--- src/rtl/core/arm64_unwind_code_decoder_unit_macros.svh ---
// Assertion macros for the unwind code decoder.
// Used by the top level; no other dependency. Bodies vanish under SYNTHESIS.
`ifndef ARM64_UNWIND_CODE_DECODER_UNIT_MACROS_SVH
`define ARM64_UNWIND_CODE_DECODER_UNIT_MACROS_SVH
`ifndef SYNTHESIS
// same-cycle implication
`define AUCD_ASSERT_IMP(label, clk, rst, ante, cons) \
   label: assert property (@(posedge clk) disable iff (rst) (ante) |-> (cons)) \
      else $error("aucd: same-cycle check failed");
// next-cycle implication
`define AUCD_ASSERT_NEXT(label, clk, rst, ante, cons) \
   label: assert property (@(posedge clk) disable iff (rst) (ante) |=> (cons)) \
      else $error("aucd: next-cycle check failed");
`else
`define AUCD_ASSERT_IMP(label, clk, rst, ante, cons)
`define AUCD_ASSERT_NEXT(label, clk, rst, ante, cons)
`endif
`endif

--- src/rtl/core/aucd_pkg.sv ---
// Shared types and constants for the unwind code decoder.
// No dependencies; used by arm64_unwind_code_decoder_unit.
package aucd_pkg;

   localparam logic [9:0] MaxRegionOps = 10'd1020;

   // first bytes with a fixed meaning
   localparam logic [7:0] CodeAllocL    = 8'hE0;
   localparam logic [7:0] CodeSetFp     = 8'hE1;
   localparam logic [7:0] CodeAddFp     = 8'hE2;
   localparam logic [7:0] CodeEnd       = 8'hE4;
   localparam logic [7:0] CodeEndC      = 8'hE5;
   localparam logic [7:0] CodeSaveNext  = 8'hE6;
   localparam logic [7:0] CodePacSignLr = 8'hFC;

   typedef enum logic [4:0] {
      OP_ALLOC_S       = 5'd0,
      OP_SAVE_R19R20_X = 5'd1,
      OP_SAVE_FPLR     = 5'd2,
      OP_SAVE_FPLR_X   = 5'd3,
      OP_ALLOC_M       = 5'd4,
      OP_SAVE_REGP     = 5'd5,
      OP_SAVE_REGP_X   = 5'd6,
      OP_SAVE_REG      = 5'd7,
      OP_SAVE_REG_X    = 5'd8,
      OP_SAVE_LRPAIR   = 5'd9,
      OP_SAVE_FREGP    = 5'd10,
      OP_SAVE_FREGP_X  = 5'd11,
      OP_SAVE_FREG     = 5'd12,
      OP_SAVE_FREG_X   = 5'd13,
      OP_ALLOC_L       = 5'd14,
      OP_SET_FP        = 5'd15,
      OP_ADD_FP        = 5'd16,
      OP_NOP           = 5'd17,
      OP_END           = 5'd18,
      OP_END_C         = 5'd19,
      OP_SAVE_NEXT     = 5'd20,
      OP_PAC_SIGN_LR   = 5'd21
   } op_kind_type;

   typedef struct packed {
      logic [7:0] code_byte;
      logic       region_last;
   } req_beat_type;

   typedef struct packed {
      logic [4:0]  op_type;
      logic [4:0]  reg_number;
      logic [27:0] byte_operand;
      logic [9:0]  op_index;
      logic        is_truncated;
   } rsp_beat_type;

endpackage

--- src/rtl/core/arm64_unwind_code_decoder_unit.sv ---
// Unwind code decoder: one code byte per beat in, one decoded operation out per code.
// A beat waits in the input register; the result of a completed code is registered.
// One byte per cycle unless rsp_stall holds a result; input register, decode logic, result register.
// Reset clears the byte position, operation counter, skip flag and both valid bits;
// the gathered code bytes are left as they are.
`include "arm64_unwind_code_decoder_unit_macros.svh"

module arm64_unwind_code_decoder_unit (
   input  logic                   clock,
   input  logic                   reset,
   input  logic                   req_valid,
   output logic                   req_stall,
   input  aucd_pkg::req_beat_type req_data,
   output logic                   rsp_valid,
   input  logic                   rsp_stall,
   output aucd_pkg::rsp_beat_type rsp_data
);

   logic                   s1_valid_ff, s1_valid_in;
   aucd_pkg::req_beat_type s1_data_ff;
   logic                   rsp_valid_ff, rsp_valid_in;
   aucd_pkg::rsp_beat_type rsp_data_ff, rsp_data_in;
   logic [2:0]             pos_ff, pos_in;
   logic [9:0]             cnt_ff, cnt_in;
   logic                   skip_ff, skip_in;
   logic [7:0]             gath_ff [4];

   logic        req_take;
   logic        advance;
   logic [7:0]  cb;
   logic [7:0]  byte_a, byte_b, byte_c, byte_d;
   logic [2:0]  code_len;
   logic [2:0]  pos_plus;
   logic        complete;
   logic        emit;
   logic        end_seen;
   logic [4:0]  dec_type;
   logic [5:0]  dec_reg_wide;
   logic [4:0]  dec_reg;
   logic [27:0] dec_opnd;
   logic [27:0] off6, off6p, off5p;

   // Move the held beat into decode when the result slot is free or draining.
   assign advance   = s1_valid_ff && (!rsp_valid_ff || !rsp_stall);
   assign req_stall = s1_valid_ff && !advance;
   assign req_take  = req_valid && !req_stall;
   assign rsp_valid = rsp_valid_ff;
   assign rsp_data  = rsp_data_ff;
   assign cb        = s1_data_ff.code_byte;

   // Bytes of the current code, with this beat's byte in its slot.
   assign byte_a = (pos_ff == 3'd0) ? cb : gath_ff[0];
   assign byte_b = (pos_ff == 3'd1) ? cb : gath_ff[1];
   assign byte_c = (pos_ff == 3'd2) ? cb : gath_ff[2];
   assign byte_d = (pos_ff == 3'd3) ? cb : gath_ff[3];

   always_comb begin
      case (byte_a) inside
         [8'h00:8'hBF]: code_len = 3'd1;
         [8'hC0:8'hDF]: code_len = 3'd2;
         8'hE0:         code_len = 3'd4;
         8'hE2:         code_len = 3'd2;
         8'hE7:         code_len = 3'd3;
         8'hF8:         code_len = 3'd2;
         8'hF9:         code_len = 3'd3;
         8'hFA:         code_len = 3'd4;
         8'hFB:         code_len = 3'd5;
         default:       code_len = 3'd1;
      endcase
   end

   assign pos_plus = pos_ff + 3'd1;
   assign complete = pos_plus >= code_len;

   assign off6  = {19'd0, byte_b[5:0], 3'd0};
   assign off6p = {18'd0, ({1'b0, byte_b[5:0]} + 7'd1), 3'd0};
   assign off5p = {19'd0, ({1'b0, byte_b[4:0]} + 6'd1), 3'd0};

   always_comb begin
      dec_type     = aucd_pkg::OP_NOP;
      dec_reg_wide = 6'd0;
      dec_opnd     = 28'd0;
      case (byte_a) inside
         [8'h00:8'h1F]: begin
            dec_type = aucd_pkg::OP_ALLOC_S;
            dec_opnd = {19'd0, byte_a[4:0], 4'd0};
         end
         [8'h20:8'h3F]: begin
            dec_type     = aucd_pkg::OP_SAVE_R19R20_X;
            dec_reg_wide = 6'd19;
            dec_opnd     = {20'd0, byte_a[4:0], 3'd0};
         end
         [8'h40:8'h7F]: begin
            dec_type     = aucd_pkg::OP_SAVE_FPLR;
            dec_reg_wide = 6'd29;
            dec_opnd     = {19'd0, byte_a[5:0], 3'd0};
         end
         [8'h80:8'hBF]: begin
            dec_type     = aucd_pkg::OP_SAVE_FPLR_X;
            dec_reg_wide = 6'd29;
            dec_opnd     = {18'd0, ({1'b0, byte_a[5:0]} + 7'd1), 3'd0};
         end
         [8'hC0:8'hC7]: begin
            dec_type = aucd_pkg::OP_ALLOC_M;
            dec_opnd = {13'd0, byte_a[2:0], byte_b, 4'd0};
         end
         [8'hC8:8'hCB]: begin
            dec_type     = aucd_pkg::OP_SAVE_REGP;
            dec_reg_wide = 6'd19 + {2'b00, byte_a[1:0], byte_b[7:6]};
            dec_opnd     = off6;
         end
         [8'hCC:8'hCF]: begin
            dec_type     = aucd_pkg::OP_SAVE_REGP_X;
            dec_reg_wide = 6'd19 + {2'b00, byte_a[1:0], byte_b[7:6]};
            dec_opnd     = off6p;
         end
         [8'hD0:8'hD3]: begin
            dec_type     = aucd_pkg::OP_SAVE_REG;
            dec_reg_wide = 6'd19 + {2'b00, byte_a[1:0], byte_b[7:6]};
            dec_opnd     = off6;
         end
         [8'hD4:8'hD5]: begin
            dec_type     = aucd_pkg::OP_SAVE_REG_X;
            dec_reg_wide = 6'd19 + {2'b00, byte_a[0], byte_b[7:5]};
            dec_opnd     = off5p;
         end
         [8'hD6:8'hD7]: begin
            // register pairs step by two
            dec_type     = aucd_pkg::OP_SAVE_LRPAIR;
            dec_reg_wide = 6'd19 + {2'b00, byte_a[0], byte_b[7:6], 1'b0};
            dec_opnd     = off6;
         end
         [8'hD8:8'hD9]: begin
            dec_type     = aucd_pkg::OP_SAVE_FREGP;
            dec_reg_wide = 6'd8 + {3'b000, byte_a[0], byte_b[7:6]};
            dec_opnd     = off6;
         end
         [8'hDA:8'hDB]: begin
            dec_type     = aucd_pkg::OP_SAVE_FREGP_X;
            dec_reg_wide = 6'd8 + {3'b000, byte_a[0], byte_b[7:6]};
            dec_opnd     = off6p;
         end
         [8'hDC:8'hDD]: begin
            dec_type     = aucd_pkg::OP_SAVE_FREG;
            dec_reg_wide = 6'd8 + {3'b000, byte_a[0], byte_b[7:6]};
            dec_opnd     = off6;
         end
         8'hDE: begin
            dec_type     = aucd_pkg::OP_SAVE_FREG_X;
            dec_reg_wide = 6'd8 + {3'b000, byte_b[7:5]};
            dec_opnd     = off5p;
         end
         aucd_pkg::CodeAllocL: begin
            dec_type = aucd_pkg::OP_ALLOC_L;
            dec_opnd = {byte_b, byte_c, byte_d, 4'd0};
         end
         aucd_pkg::CodeSetFp: begin
            dec_type     = aucd_pkg::OP_SET_FP;
            dec_reg_wide = 6'd29;
         end
         aucd_pkg::CodeAddFp: begin
            dec_type     = aucd_pkg::OP_ADD_FP;
            dec_reg_wide = 6'd29;
            dec_opnd     = {17'd0, byte_b, 3'd0};
         end
         aucd_pkg::CodeEnd: begin
            dec_type = aucd_pkg::OP_END;
         end
         aucd_pkg::CodeEndC: begin
            dec_type = aucd_pkg::OP_END_C;
         end
         aucd_pkg::CodeSaveNext: begin
            dec_type = aucd_pkg::OP_SAVE_NEXT;
         end
         aucd_pkg::CodePacSignLr: begin
            dec_type     = aucd_pkg::OP_PAC_SIGN_LR;
            dec_reg_wide = 6'd30;
         end
         default: begin
            dec_type = aucd_pkg::OP_NOP;
         end
      endcase
   end

   // Saturate out-of-range register encodings at x30.
   assign dec_reg  = (dec_reg_wide > 6'd30) ? 5'd30 : dec_reg_wide[4:0];
   assign end_seen = (dec_type == aucd_pkg::OP_END) || (dec_type == aucd_pkg::OP_END_C);
   assign emit     = !skip_ff && (complete || s1_data_ff.region_last);

   always_comb begin
      pos_in  = pos_ff;
      cnt_in  = cnt_ff;
      skip_in = skip_ff;
      rsp_data_in = rsp_data_ff;
      if (advance) begin
         if (!skip_ff) begin
            if (complete) begin
               pos_in = 3'd0;
               if (cnt_ff < aucd_pkg::MaxRegionOps) begin
                  cnt_in = cnt_ff + 10'd1;
               end
               if (end_seen) begin
                  skip_in = 1'b1;
               end
               rsp_data_in.op_type      = dec_type;
               rsp_data_in.reg_number   = dec_reg;
               rsp_data_in.byte_operand = dec_opnd;
               rsp_data_in.op_index     = cnt_ff;
               rsp_data_in.is_truncated = 1'b0;
            end else begin
               pos_in = pos_plus;
               // region ended inside a code
               rsp_data_in.op_type      = 5'd0;
               rsp_data_in.reg_number   = 5'd0;
               rsp_data_in.byte_operand = 28'd0;
               rsp_data_in.op_index     = 10'd0;
               rsp_data_in.is_truncated = 1'b1;
            end
         end
         if (s1_data_ff.region_last) begin
            pos_in  = 3'd0;
            cnt_in  = 10'd0;
            skip_in = 1'b0;
         end
      end
   end

   assign s1_valid_in  = req_take || (s1_valid_ff && !advance);
   assign rsp_valid_in = (advance && emit) || (rsp_valid_ff && rsp_stall);

   always_ff @(posedge clock) begin
      if (reset) begin
         s1_valid_ff  <= 1'b0;
         rsp_valid_ff <= 1'b0;
         pos_ff       <= 3'd0;
         cnt_ff       <= 10'd0;
         skip_ff      <= 1'b0;
      end else begin
         s1_valid_ff  <= s1_valid_in;
         rsp_valid_ff <= rsp_valid_in;
         pos_ff       <= pos_in;
         cnt_ff       <= cnt_in;
         skip_ff      <= skip_in;
      end
   end

   always_ff @(posedge clock) begin
      if (req_take) begin
         s1_data_ff <= req_data;
      end
      if (advance && emit) begin
         rsp_data_ff <= rsp_data_in;
      end
      // keep only the first four bytes of a code
      if (advance && !skip_ff && (pos_ff < 3'd4)) begin
         gath_ff[pos_ff[1:0]] <= cb;
      end
   end

   `AUCD_ASSERT_IMP(a_stall_only_when_blocked, clock, reset, req_stall,
                    s1_valid_ff && rsp_valid_ff && rsp_stall)
   `AUCD_ASSERT_NEXT(a_region_end_clears, clock, reset, advance && s1_data_ff.region_last,
                     pos_ff == 3'd0 && cnt_ff == 10'd0 && !skip_ff)
   `AUCD_ASSERT_NEXT(a_end_sets_skip, clock, reset,
                     advance && emit && complete && end_seen && !s1_data_ff.region_last,
                     skip_ff)
   `AUCD_ASSERT_IMP(a_fifth_byte_completes, clock, reset,
                    advance && !skip_ff && pos_ff == 3'd4, complete && emit)

endmodule

--- config.mk ---
export PLATFORM = sky130hd
export DESIGN_NAME = arm64_unwind_code_decoder_unit
export DESIGN_NICKNAME = d
export VERILOG_FILES = /design/src/rtl/core/aucd_pkg.sv /design/src/rtl/core/arm64_unwind_code_decoder_unit.sv
export VERILOG_INCLUDE_DIRS = /design/src /design/src/rtl/core
export SDC_FILE = /design/constraint.sdc
export NUM_CORES = 1
export LEC_CHECK = 0
export ABC_AREA = 0
export BUFFER_PORTS_ARGS = -buffer_cell sky130_fd_sc_hd__buf_4
export CAP_MARGIN = 20
export CORE_ASPECT_RATIO = 1.25
export CORE_MARGIN = 2
export CORE_UTILIZATION = 50
export CTS_BUF_LIST = sky130_fd_sc_hd__clkbuf_16
export CTS_CLUSTER_SIZE = 12
export DETAILED_ROUTE_END_ITERATION = 6
export GPL_ROUTABILITY_DRIVEN = 0
export PLACE_DENSITY = 0.7
export SLEW_MARGIN = 20
export SYNTH_ARGS = -nofsm -noshare
export SYNTH_HDL_FRONTEND = slang
export SYNTH_SLANG_ARGS = --single-unit
--- constraint.sdc ---
create_clock -name clock -period 7.5 [get_ports clock]
set_input_delay 0.375 -clock clock [delete_from_list [all_inputs] [get_ports clock]]
set_output_delay 0.375 -clock clock [all_outputs]
set_load 0.02 [all_outputs]
Word level (Yosys, flattened, before mapping)
Memories as Yosys holds them, arrays and structs flattened.
Index checks and enable logic that the tools add are counted.
- bitwise logic cells: 2
- mux-type cells: 87
- add/sub/neg operators: 10
- reduce and logical (&&, ||, !) cells: 45
- order comparisons: 31
- equal/unequal tests: 19
- operators by type and width (operator ; count):
    two-way mux 15 bit ; 10
    two-way mux 6 bit ; 20
    == test 8 bit (second input constant) ; 13
    two-way mux 5 bit ; 18
    less-or-equal comparator 8 bit (second input constant) ; 11
    greater-or-equal comparator 8 bit (second input constant) ; 10
    two-way mux 3 bit ; 17
    two-way mux 10 bit ; 5
    two-way mux 8 bit ; 4
    two-way mux 28 bit ; 1
    two-way mux 9 bit ; 3
    logical AND 1 bit ; 23
    two-way mux 11 bit ; 2
    adder 5 x 4 -> 6 bit (first input constant) ; 3
    OR reduction 17 bit ; 1
    OR reduction 15 bit ; 1
    adder 6 x 1 -> 7 bit (second input constant) ; 2
    adder 10 x 1 -> 10 bit (second input constant) ; 1
    adder 4 x 3 -> 5 bit (first input constant) ; 2
    == test 5 bit (second input constant) ; 2
    less-than comparator 10 bit (second input constant) ; 1
    greater-or-equal comparator 8 x 1 -> 1 bit (second input constant) ; 1
    greater-or-equal comparator 8 x 6 -> 1 bit (second input constant) ; 1
    greater-or-equal comparator 8 x 7 -> 1 bit (second input constant) ; 1
    23 further kinds ; 41
- memories kept: 1
- RAM bits: 32
- logic and storage cells: 213
- register bits after elaboration: 74
- input port bits: 13
- memory list (name ; words ; width ; read ports ; clocked after memory_dff ; write ports ; RTL line ; source):
    gath_ff ; 4 ; 8 ; 4 ; 0 ; 1 ; arm64_unwind_code_decoder_unit.sv:26 ; logic [7:0] gath_ff [4];

Logic depth before layout (Yosys ltp)
- depth after elaboration: 30
- gate-level depth with buffers: 21
- depth with buffers taken out: 17

Least setup slack after synthesis
Ideal clock, no wire load.
- kind: register to register
- from: register pos_ff[0]
- to: register rsp_data_ff (netlist bit rsp_data[0]) (enable)
- arrival: 4901 ps
- period minus slack after synthesis: 5352 ps
- library setup time: 451 ps
- stages on the path, launching flop included: 17
- setup slack: 2148 ps
- path through: dfxtp_1 -> inv_1 -> ha_1 -> nand2b_4 -> buf_6 -> buf_2 -> buf_2 -> a31oi_1 -> or2_2 -> o221ai_1 -> o21ai_0 -> ha_1 -> a21o_1 -> a21o_1 -> clkbuf_1 -> nor2_1 -> nor2_1
- word-level cells in the longest chain between the ends: 17
- elaborated cells between the ends (all ways): 30
- those cells by class: add/sub (1); order compare (5); eq/ne (7); mux (10); reduce/logical (7)
- ends and longest elaborated chain (what ; RTL line ; source):
    start: declaration ; arm64_unwind_code_decoder_unit.sv:23 ; logic [2:0] pos_ff, pos_in;
    start signal: assignment ; arm64_unwind_code_decoder_unit.sv:241 ; pos_ff <= pos_in;
    zero test 3 bit ; arm64_unwind_code_decoder_unit.sv:52 ; assign byte_a = (pos_ff == 3'd0) ? cb : gath_ff[0];
    two-way mux 8 bit ; arm64_unwind_code_decoder_unit.sv:52 ;
    == test 8 bit (no line) ; n/a ;
    two-way mux 3 bit (9 in series) ; arm64_unwind_code_decoder_unit.sv:58 ; case (byte_a) inside
    greater-or-equal comparator 3 bit (*) ; arm64_unwind_code_decoder_unit.sv:73 ; assign complete = pos_plus >= code_len;
    logical OR 1 bit (*) ; arm64_unwind_code_decoder_unit.sv:188 ; assign emit = !skip_ff && (complete || s1_data_ff.region_last);
    logical AND 1 bit (*) ; arm64_unwind_code_decoder_unit.sv:188 ;
    logical AND 1 bit (*) ; arm64_unwind_code_decoder_unit.sv:251 ; if (advance && emit) begin
    AND reduction 3 bit (no line) (*) ; n/a ;
    end signal: assignment ; arm64_unwind_code_decoder_unit.sv:252 ; rsp_data_ff <= rsp_data_in;
    end: declaration ; arm64_unwind_code_decoder_unit.sv:22 ; aucd_pkg::rsp_beat_type rsp_data_ff, rsp_data_in;
Mark *: on every way between the ends. The rest lies on a longest branch, timed or not.
A chain may end at the register's enable or synchronous reset.

Worst setup path after layout
- from: register pos_ff[0]
- to: register rsp_data_ff (netlist bit rsp_data[24]) (data pin)
- word-level cells in the longest chain between the ends: 15
- elaborated cells between the ends (all ways): 78
- those cells by class: add/sub (1); order compare (28); eq/ne (9); mux (22); bitwise (1); reduce/logical (17)
- ends and longest elaborated chain (what ; RTL line):
    zero test 3 bit ; arm64_unwind_code_decoder_unit.sv:52
    two-way mux 8 bit ; arm64_unwind_code_decoder_unit.sv:52
    == test 8 bit (no line) ; n/a
    two-way mux 3 bit (9 in series) ; arm64_unwind_code_decoder_unit.sv:58
    greater-or-equal comparator 3 bit ; arm64_unwind_code_decoder_unit.sv:73
    inverter 1 bit (no line) ; n/a
    OR reduction 5 bit (no line) ; n/a
Several ways; a longest one is shown, not always the timed one.

==> flow_summary.ini <==
[run_status]
run_status = completed

[yosys]
synthArstFlopShare_pct = 0
yosysSeqAreaShare_pct = 49.3
synth-seq-cells = 103
syn_area_mm2 = 0.00595
ys_warn_count = 0
synth_compound_area_share_pct = 14.9
synth-edff-count = 87
yosysTopAreaCell = edfxtp_1
yosys.area_share.adder_pct = 2.94
syn_inst = 557
synth_simple_gate_area_share_pct = 18.2
synth_area_leaders = edfxtp_1 (44%), mux2i_1 (5.5%), dfxtp_1 (5.4%)
ys_types = 77
yosysMostFrequentCell = edfxtp_1
synthXorXnorAreaFrac_pct = 2.35
synth_mux_area_share_pct = 8.70
synth_commonest_cells = edfxtp_1 (87), nor2_1 (64), mux2i_1 (33)
synth_top_flop_cell = edfxtp_1
syn_avg_cell_area_um2 = 10.7
synth_top_family_by_area = simple AND/OR/NAND/NOR gates
yosys.area.top_type_share_pct = 43.9

[worst_setup_path]
timing.rr.end = rsp_data[24]
setup.worst_path.start = pos_ff[0]
critPathKind = flip-flop to flip-flop
worstPathMaxFanout = 19
critical_path.top_delay_family = simple AND/OR/NAND/NOR gates
start_kind = flip-flop
slowest_delay_ns = 0.83
cp_data_arrival_time_ns = 6.37
path_cells = inv_1 -> ha_1 -> nor2b_1 -> mux2i_1 -> nand4_1 -> nor2_1 -> o21ai_0 -> ha_1 -> a21o_1 -> a21o_1 -> clkinv_1 -> nor2_1 -> nand2_1 -> o22ai_1
worst_ep_required_time_ns = 7.70
critPathSlowestCell = mux2i_1
crit_buf_inv = 2
worst-r2r-setup-slack_ns = 1.33
end_kind = flip-flop
ff2ff_path_depth = 14
rr_startpoint = pos_ff[0]

[final_layout]
syn2layout_area_growth_pct = 14.6
diodes = 0
fin_cells = 772
drive_gt1_share_pct = 18.5
fin_area_mm2 = 0.00683
finalNetCount = 633
fill_cells = 994

[sta]
setup_viol = 0
slew_viol_final = 0
tightest_slew_ns = 0.947
finalHoldViolCount = 0
fin_crit_sh_pct = 82.3
fin_ws_ns = 1.33
max_freq_ghz = 0.162
relSlewSlack_pct = 36.6
fin_skew_ns = 0.00856
layout_min_cycle_time_ns = 6.17
final.setup.tns_ns = 0
rsz0062_at_grt = no

[clocking]
ctsHtreeMaxLevel = 3
clk_path_buf_depth = 2
cts_setup_buffers = 0
cts_buffers = 9
path_clk_slew_ns = 0.07
cts_resized = 0
cts_tree = yes
cts.sinks = 103
cts_root_buffer = clkbuf_16
hold_buffers = 0
clock_latency_ns = 0.36

[detailed_routing]
firstDrtPassIters = 6
drt_iter0_drc = 635
wl_met2_mm = 7.40
vias = 4942
ant_nets = 0
vias_per_cell = 6.40
wl_mm = 16.2
wl_per_cell_um = 21.0
drc = 0
top_layer_used = met4
route.met3.wl_mm = 1.39
met1_length_mm = 6.52

[floorplanning]
ios = 64
fp.dieH_um = 126
rows = 44
die-area_mm2 = 0.0128
coreArea_mm2 = 0.0116
die_x_um = 102
start_util_pct = 51.3

[hold_path]
whs_endpoint = cb[0]
worstHoldStart = req_data[1]
hold_path.class = primary input to flip-flop
hold_depth = 1

[placed_design]
portBuffers = 60
place_area_mm2 = 0.00652
place_ws_ns = 1.65
hpwl_mm = 11.2
placed_cells = 756

[grt]
grt_pass1_vias = 4727
grt_pass1_wl_mm = 25.5
grt_start_max_net_pins = 32
grt.total_usage_pct = 25.9
grt_overflow = 0
antenna_found_initial = 0

[pwr]
power.density_mw_per_mm2 = 193
leakagePower_nw = 2.55
ir_worst_vdd_mv = 0.118

[job]
maxCapViolCount = 0
[cells in the final DEF, fill, tap and decap left out, types with 14 or more instances in the layout]
cell / synthesis / layout
nand2_1: 32 / 32
ha_1: 14 / 14
a21oi_1: 27 / 27
dfxtp_1: 16 / 16
buf_4: 4 / 68
and2_1: 16 / 16
edfxtp_1: 87 / 87
o21ai_0: 19 / 19
mux2i_1: 33 / 33
nor2_1: 64 / 63
[metal layers]
metal  vias to the layer above  GRT usage, %
met5                         -             0
met4                         0          13.4
met3                        76          5.83
met2                       352          39.4
met1                      2292          34.5
li1                       2222             -
[sequential cells by signal, summed over array words and instances (netlist names)]
name and flops:
rsp_valid 1, cnt_ff 10, s1_data_ff 1, pos_ff 3, rsp_data 46, cb 8
gath_ff 32, s1_valid_ff 1, skip_ff 1
[worst register-to-register path, cell delays in order, from the launching register on]
cell	delay, ns
dfxtp_1	0.35
inv_1	0.12
ha_1	0.35
nor2b_1	0.51
mux2i_1	0.83
nand4_1	0.30
nor2_1	0.42
o21ai_0	0.18
ha_1	0.34
a21o_1	0.10
a21o_1	0.52
clkinv_1	0.61
nor2_1	0.67
nand2_1	0.45
o22ai_1	0.26
[cell type report]
type | instances | area [um2] | share of cell area [%]
clock inverters | 7 | 78.8 | 1.15
flip-flops and latches | 103 | 2930 | 43.0
clock buffers | 9 | 225 | 3.30
inverters | 13 | 48.8 | 0.715
multi-input cells | 411 | 2830 | 41.4
repair buffers | 68 | 510 | 7.48
well taps | 161 | 201 | 2.95
[cells by family after synthesis]
family          count (synthesis)
mux                            48
fa+ha+maj                      14
compound gates                130
flops                         103
simple gates                  200
buf+inv                        45
xor+xnor                       16
other cells                     1
[worst max-delay path by stage]
stage | cells after the start | slack (ns) | end
global placement | 14 | 1.93 | rsp_data[24]
global route | 14 | 0.76 | rsp_data[25]
CTS | 14 | 1.58 | rsp_data[25]
finish | 14 | 1.33 | rsp_data[24]
floorplan | 16 | 2.15 | rsp_data[0]
detailed placement | 14 | 1.65 | rsp_data[25]
[per-stage QoR]
step           hold WS, ns  utilization, %  total power, W
6_report             0.185            58.8         0.00132
3_5_place_dp         0.505            56.1        0.000831
4_1_cts              0.185            58.8         0.00131
2_1_floorplan        0.447               -        0.000776
3_3_place_gp         0.476            56.1        0.000830
5_1_grt              0.179            58.8         0.00135
[power by group]
part	leakage [nW]	total, W	switching [W]	internal [W]
Combinational	1.45	0.000165	0.000107	0.0000586
Clock	0.146	0.000491	0.000229	0.000263
Sequential	0.959	0.000659	0.0000162	0.000642
No activity file was read; power rests on OpenSTA's default activity.
